`config.mk`:
```
export PLATFORM = sky130hd
export DESIGN_NAME = sit_order_diff
export DESIGN_NICKNAME = d
export VERILOG_FILES = /design/src/design/sit_pkg.sv /design/src/design/sit_order_diff.sv
export SDC_FILE = /design/constraint.sdc
export NUM_CORES = 1
export LEC_CHECK = 0
export BUFFER_PORTS_ARGS = -buffer_cell sky130_fd_sc_hd__clkbuf_2
export CORE_ASPECT_RATIO = 0.5
export CORE_MARGIN = 2
export CORE_UTILIZATION = 40
export DETAILED_ROUTE_END_ITERATION = 7
export SYNTH_ARGS = -nofsm -noshare
export SYNTH_HDL_FRONTEND = slang
export SYNTH_SLANG_ARGS = --single-unit
```
`constraint.sdc`:
```
create_clock -name vclk -period 9.5
set_input_delay 1.425 -clock vclk [all_inputs]
set_output_delay 1.425 -clock vclk [all_outputs]
set_load 0.02 [all_outputs]
```
`src/design/sit_pkg.sv`:
```
// ----------------------------------------------------------------------------
// sit_pkg: shared constants for the segment intersection test
// index maps for the coordinate differences and the product terms
// ----------------------------------------------------------------------------
package sit_pkg;

	// coordinate differences after endpoint ordering
	localparam int unsigned N_DIFF = 10;
	localparam int unsigned D_AX  = 0;  // a1x - a0x
	localparam int unsigned D_AY  = 1;  // a1y - a0y
	localparam int unsigned D_BX  = 2;  // b1x - b0x
	localparam int unsigned D_BY  = 3;  // b1y - b0y
	localparam int unsigned D_E0X = 4;  // b0x - a0x
	localparam int unsigned D_E0Y = 5;  // b0y - a0y
	localparam int unsigned D_E1X = 6;  // b1x - a0x
	localparam int unsigned D_E1Y = 7;  // b1y - a0y
	localparam int unsigned D_F1X = 8;  // a1x - b0x
	localparam int unsigned D_F1Y = 9;  // a1y - b0y

	// product terms, pairs (2k, 2k+1) form one orientation or the dot product
	localparam int unsigned N_PROD  = 10;
	localparam int unsigned N_ORIENT = 4;
	localparam int unsigned P_DOTA = 8;
	localparam int unsigned P_DOTB = 9;

	localparam int unsigned PROD_L [N_PROD] = '{
		D_E0X, D_AX,   // orientation of b0 against a
		D_E1X, D_AX,   // orientation of b1 against a
		D_BX,  D_E0X,  // orientation of a0 against b
		D_F1X, D_BX,   // orientation of a1 against b
		D_E1X, D_E1Y   // gap vector dot product
	};
	localparam int unsigned PROD_R [N_PROD] = '{
		D_AY,  D_E0Y,
		D_AY,  D_E1Y,
		D_E0Y, D_BY,
		D_BY,  D_F1Y,
		D_F1X, D_F1Y
	};

endpackage

```
`src/design/sit_order_diff.sv`:
```
// ----------------------------------------------------------------------------
// sit_order_diff: endpoint ordering and coordinate differences
// orders each segment by x then y and forms the ten difference terms
// ----------------------------------------------------------------------------
module sit_order_diff #(
	parameter int unsigned COORD_BITS = 16
) (
	input  logic signed [COORD_BITS-1:0] a_start_x,
	input  logic signed [COORD_BITS-1:0] a_start_y,
	input  logic signed [COORD_BITS-1:0] a_stop_x,
	input  logic signed [COORD_BITS-1:0] a_stop_y,
	input  logic signed [COORD_BITS-1:0] b_start_x,
	input  logic signed [COORD_BITS-1:0] b_start_y,
	input  logic signed [COORD_BITS-1:0] b_stop_x,
	input  logic signed [COORD_BITS-1:0] b_stop_y,
	output logic signed [COORD_BITS:0]   diff [sit_pkg::N_DIFF]
);

	localparam int unsigned DW = COORD_BITS + 1;

	logic signed [COORD_BITS:0] a0x, a0y, a1x, a1y, b0x, b0y, b1x, b1y;
	logic a_keep, b_keep;

	// keep the given order when start is the lesser point
	assign a_keep = (a_start_x < a_stop_x) ||
		((a_start_x == a_stop_x) && (a_start_y < a_stop_y));
	assign b_keep = (b_start_x < b_stop_x) ||
		((b_start_x == b_stop_x) && (b_start_y < b_stop_y));

	always_comb begin
		if (a_keep) begin
			a0x = DW'(a_start_x); a0y = DW'(a_start_y);
			a1x = DW'(a_stop_x);  a1y = DW'(a_stop_y);
		end else begin
			a0x = DW'(a_stop_x);  a0y = DW'(a_stop_y);
			a1x = DW'(a_start_x); a1y = DW'(a_start_y);
		end
		if (b_keep) begin
			b0x = DW'(b_start_x); b0y = DW'(b_start_y);
			b1x = DW'(b_stop_x);  b1y = DW'(b_stop_y);
		end else begin
			b0x = DW'(b_stop_x);  b0y = DW'(b_stop_y);
			b1x = DW'(b_start_x); b1y = DW'(b_start_y);
		end
	end

	// one extra bit keeps every difference exact
	assign diff[sit_pkg::D_AX]  = a1x - a0x;
	assign diff[sit_pkg::D_AY]  = a1y - a0y;
	assign diff[sit_pkg::D_BX]  = b1x - b0x;
	assign diff[sit_pkg::D_BY]  = b1y - b0y;
	assign diff[sit_pkg::D_E0X] = b0x - a0x;
	assign diff[sit_pkg::D_E0Y] = b0y - a0y;
	assign diff[sit_pkg::D_E1X] = b1x - a0x;
	assign diff[sit_pkg::D_E1Y] = b1y - a0y;
	assign diff[sit_pkg::D_F1X] = a1x - b0x;
	assign diff[sit_pkg::D_F1Y] = a1y - b0y;

endmodule

```
### Word level (Yosys, flattened, before mapping)

Cells that the tools add are included.

| word-level totals | value |
|---|---|
| register bits | 0 |
| output and inout bits | 170 |
| bits of input ports | 128 |

| cells by class | value |
|---|---|
| eq/ne operators | 2 |
| magnitude comparators | 4 |
| multiplexer cells | 8 |
| reductions and logical operators | 4 |
| $add $sub $neg | 10 |

Operators with widths:

| operator | count |
|---|---|
| $sub 17x17->17 | 10 |
| $mux 17 | 8 |
| $lt 16x16->1 | 4 |
| $eq 16x16->1 | 2 |
| $logic_and 1x1->1 | 2 |
| $logic_or 1x1->1 | 2 |

### Depth between registers and ports, before layout

Gate-level depths: netlist of run 1.

| depth | value |
|---|---|
| word-level depth | 5 |
| depth in mapped cells | 29 |
| gate-level depth less buffers | 22 |

### Worst setup path before layout of run 1

OpenSTA, ideal clock, no wires.

| timing | value |
|---|---|
| kind | input to output |
| from | input port b_stop_y[7] |
| to | output port diff[46] in the netlist's numbering |
| data arrival time | 6807 ps |
| setup slack | 1268 ps |
| data required time | 8075 ps |
| stages on the path | 23 |
| cell sequence | inv_1 > ha_1 > a2111oi_0 > a31oi_1 > o41ai_4 > a211o_1 > buf_2 > buf_2 > clkbuf_1 > clkbuf_1 > clkbuf_1 > clkbuf_1 > nor2_1 > a21oi_1 > ha_1 > inv_1 > ha_1 > o21bai_2 > maj3_2 > a221oi_2 > nor4_2 > o41ai_2 > a21boi_0 |

RTL lines:

| item | RTL line | source |
|---|---|---|
| start, declared | sit_order_diff.sv:15 | `input logic signed [COORD_BITS-1:0] b_stop_y,` |
| end, declared | sit_order_diff.sv:16 | `output logic signed [COORD_BITS:0] diff [sit_pkg::N_DIFF]` |

==> results of run 1 <==
## power by group
part | internal [uW] | switching (uW)
Clock | 0 | 0
Sequential | 0 | 0
Combinational | 783 | 1400
Total | 783 | 1400
## final cells by class
cell class | instances | area, um2
Multi-Input combinational cell | 1411 | 9890
Inverter | 173 | 649
Tap cell | 352 | 440
Fill cell | 2882 | 13900
Timing Repair Buffer | 310 | 1580
## through the flow
step / util [%] / std cells
4_1_cts: 47.5 / 2246
3_5_place_dp: 47.5 / 2246
2_1_floorplan: - / 1626
3_3_place_gp: 47.5 / 2246
6_report: 47.5 / 2246
5_1_grt: 47.5 / 2246
## routing by layer
metal	wire length, um	vias to the layer above	track usage, %
met5	0	-	0
met4	533	0	3.62
met3	1280	28	1.47
met2	17800	262	45.5
met1	16700	5626	31.5
li1	-	6459	-
## cells in the mapped netlist, types with 38 or more instances
library cell	n
inv_1	173
nor2_1	169
nand2_1	160
ha_1	134
a21oi_1	112
o21ai_0	112
xnor2_1	81
mux2i_1	54
nor3_1	42
a21o_1	39
nand3_1	38
xor2_1	38
## critical path, cell delays in order
cell      delay, ns
clkbuf_2       0.09
inv_1          0.04
ha_1           0.48
nand4_2        0.22
or2_0          0.27
a32oi_1        0.36
a21oi_1        0.30
nor4_4         0.80
buf_4          0.44
nand3_1        0.14
and2_1         0.17
ha_1           0.17
nor3_1         0.30
o21ai_0        0.13
a21o_1         0.22
a21oi_1        0.29
a211oi_1       0.20
o41ai_2        0.40
o21ai_0        0.13
o21ai_1        0.15
clkbuf_2       0.18
## worst min path at each step
stage | start | end | slack, ns | cells after the start
CTS | b_stop_y[0] | diff[102] | 3.27 | 4
global route | b_stop_y[0] | diff[102] | 3.28 | 4
detailed placement | b_stop_y[0] | diff[102] | 3.27 | 4
finish | b_stop_y[0] | diff[102] | 3.26 | 4
floorplan | b_stop_y[0] | diff[102] | 3.03 | 2
global placement | b_stop_y[0] | diff[102] | 3.27 | 4
## logic make-up (layout without fill, tap and decap cells)
logic type | count (synthesis) | count (layout) | synth area share [%]
adder cells (fa/ha/maj) | 144 | 144 | 16.5
AND/OR/NAND/NOR | 561 | 561 | 25.0
AO/OA/AOI/OAI | 512 | 512 | 33.3
XOR/XNOR | 119 | 119 | 9.68
multiplexers | 75 | 75 | 7.34
buffers and inverters | 215 | 483 | 8.15
==> flow_metrics.tcl, run 1 <==
set metrics [dict create \
    grtUsageTotal_pct 24.4 \
    yosys.area.top_type_share_pct 15.6 \
    avgSynthCellArea_um2 6.62 \
    critPathKind "input pin to primary output" \
    end_kind "primary output" \
    drtAntennaViolNets 0 \
    peakVddDrop_mv 0.128 \
    wl_per_cell_um 16.2 \
    final_cell_mix "298 x clkbuf_2, 173 x inv_1, 169 x nor2_1" \
    syn_to_final_growth_pct 16.7 \
    period_share_pct 87.6 \
    grt_pass1_wl_um 57400 \
    cp.required_ns 8.08 \
    grt_pass1_vias 11300 \
    seqCellArea_um2 0 \
    arrival_ns 6.90 \
    seq_cells 0 \
    drt_iter0_drc 719 \
    p_leak_uw 0.00642 \
    worst_pin_slew_ns 0.882 \
    startpoint "a_stop_x[15]" \
    cp_max_fo 28 \
    drv_slew 0 \
    worstSetupEndpoint "diff[169]" \
    die_h_um 120 \
    die_w_um 236 \
    core-area_um2 26400 \
    finalSetupViolCount 0 \
    io_pins 298 \
    fin_crit_ns 8.32 \
    postCtsHoldBufs 0 \
    drtPass1Iterations 7 \
    setup_slack_ns 1.18 \
    yosysSeqAreaShare_pct 0 \
    cts_resized 0 \
    status "finished, final reports clean" \
    hold_viol_final 0 \
    nNetsFinal 2158 \
    crit_path_start_kind "input pin" \
    routed_wl_um 36400 \
    yosys_warnings 0 \
    fin_area_um2 12600 \
    diodes 0 \
    vias 12400 \
    viasPerCell 5.51 \
    dp_hpwl_um 31700 \
    drive_above_1_share_pct 20.4 \
    placed_area_um2 12600 \
    powerDensity_nw_per_um2 174 \
    port_buffers 298 \
    rsz0062_at_grt "no" \
    synth_cell_types 101 \
    drc 0 \
    min_path_type "input pin to primary output" \
    setup_tns_ns 0 \
    clockBufferCount 0 \
    grt_max_degree 41 \
    antenna_found_initial 0 \
    pre_cts_ws_ns 1.29 \
    initial_core_util_pct 40.7 \
    layout_commonest_cell "clkbuf_2" \
    whs_ns 3.26 \
    post_cts_buffers 0 \
    synth_area_leaders "ha_1 16%, xnor2_1 6.6%, inv_1 6.0%" \
    grt-ovfl-total 0 \
    max-slew-margin-rel_pct 40.8 \
    drv_cap 0 \
    fmax_ghz 0.120 \
    syn_area_um2 10800 \
    die-area_um2 28300 \
    gp_congestion 0.917 \
    yosys.area.top_type "ha_1" \
    synth_cells 1626 \
    rows 42 \
    synth_fp_nets 1888 \
    power.total_uw 2180 \
]
No activity file was read; power rests on OpenSTA's default activity.
==> run 2: changes to the inputs <==
--- a/config.mk
+++ b/config.mk
@@ -6,10 +6,10 @@
 export NUM_CORES = 1
 export LEC_CHECK = 0
 export BUFFER_PORTS_ARGS = -buffer_cell sky130_fd_sc_hd__clkbuf_2
-export CORE_ASPECT_RATIO = 0.5
 export CORE_MARGIN = 2
-export CORE_UTILIZATION = 40
+export CORE_UTILIZATION = 56
 export DETAILED_ROUTE_END_ITERATION = 7
+export PLACE_DENSITY = 0.85
 export SYNTH_ARGS = -nofsm -noshare
 export SYNTH_HDL_FRONTEND = slang
 export SYNTH_SLANG_ARGS = --single-unit
==> run 2 against run 1 <==
  * Die area fell by 28%
  * Hold slack improved by 0.043 ns
  * Setup slack improved by 0.17 ns
  * Maximum frequency rose by 2.1%
  * Core utilization rose by 18 points
  * Combinational power barely moved
  * Final area fell by 1.4%
  * Wire length fell by 0.80%
  * Non-clock buffer count fell by 4
==> flow_metrics.tcl, run 2 (same netlist as run 1, synthesis figures left out) <==
set metrics [dict create \
    hold_viol_final 0 \
    cp_max_fo 41 \
    die-area_um2 20400 \
    grt-ovfl-total 0 \
    holdPathStages 4 \
    period_share_pct 85.8 \
    p_leak_uw 0.00640 \
    end_kind "primary output" \
    port_buffers 298 \
    diodes 0 \
    min_path_type "input pin to primary output" \
    drtPass1Iterations 5 \
    drt_iter0_drc 730 \
    dp_hpwl_um 31300 \
    antenna_found_initial 0 \
    fin_crit_ns 8.15 \
    gp_congestion 0.977 \
    worst_pin_slew_ns 0.832 \
    cts_resized 0 \
    cp.required_ns 8.08 \
    drv_cap 0 \
    fmax_ghz 0.123 \
    finalSetupViolCount 0 \
    wl_per_cell_um 17.0 \
    final_cell_mix "298 x clkbuf_2, 173 x inv_1, 169 x nor2_1" \
    peakVddDrop_mv 0.148 \
    status "finished, final reports clean" \
    die_w_um 143 \
    drc 0 \
    post_cts_buffers 0 \
    grt_max_degree 42 \
    clockBufferCount 0 \
    layout_commonest_cell "clkbuf_2" \
    grt_pass1_vias 12100 \
    postCtsHoldBufs 0 \
    max-slew-margin-rel_pct 43.1 \
    rsz0062_at_grt "no" \
    powerDensity_nw_per_um2 176 \
    drtAntennaViolNets 0 \
    viasPerCell 6.11 \
    grt_pass1_wl_um 56300 \
    core-area_um2 18800 \
    io_pins 298 \
    crit_path_start_kind "input pin" \
    die_h_um 143 \
    arrival_ns 6.72 \
    drv_slew 0 \
    vias 13000 \
    routed_wl_um 36100 \
    initial_core_util_pct 57.4 \
    seqCellArea_um2 0 \
    seq_cells 0 \
    syn_to_final_growth_pct 15.0 \
    nNetsFinal 2154 \
    grtUsageTotal_pct 33.5 \
    drive_above_1_share_pct 20.3 \
    critPathKind "input pin to primary output" \
    setup_tns_ns 0 \
    rows 50 \
    postLayoutCoreUtil_pct 66.0 \
]
==> run 2: cell count changes in the layout (fill, tap and decap cells not counted), sizes merged <==
cell,previous run,this run
buf,12,8
==> run 2: layout make-up <==
class | count | area, um2
fillers | 1775 | 6380
inverters | 173 | 649
multi-input cells | 1411 | 9890
well taps | 234 | 293
repair buffers | 306 | 1550
==> run 2: metrics by stage <==
step                      hold slack, ns  total power [uW]  cell area (um2)  instances  worst slack (ns)
after floorplan                     3.03              1540            10800       1626              1.27
after global placement              3.31              2120            12400       2124              1.53
after detailed placement            3.31              2150            12400       2124              1.43
after CTS                           3.31              2160            12400       2124              1.39
after global routing                3.33              2360            12400       2124             0.776
final                               3.30              2180            12400       2124              1.35
==> run 2: layer usage <==
layer	track usage (%)	wire, um	vias to the layer above
met5	0	0	-
met2	63.7	17900	512
met4	15.0	1830	0
li1	-	-	6449
met3	4.96	2640	109
met1	36.3	13700	5908
==> run 2: worst max-delay path, cell delays in order <==
cell and delay (ns):
clkbuf_2 0.08, inv_1 0.05, ha_1 0.34, a21o_1 0.20
a2111oi_0 0.76, and3_1 0.39, a211o_2 0.61, buf_4 0.44
mux2i_1 0.55, nor2_1 0.17, nor3_1 0.25, a221oi_1 0.12
o21ai_0 0.26, o2111a_1 0.28, o31ai_4 0.11, o311ai_0 0.42
clkbuf_2 0.25
==> run 2: final timing paths <==
path / from / end
setup / recovery: b_stop_x[13] / diff[98]
hold / removal: b_stop_y[0] / diff[102]
==> run 2: power by group <==
group | leakage, uW | internal (uW) | switching, uW
Sequential | 0 | 0 | 0
Combinational | 0.00640 | 780 | 1400
Clock | 0 | 0 | 0
Total | 0.00640 | 780 | 1400
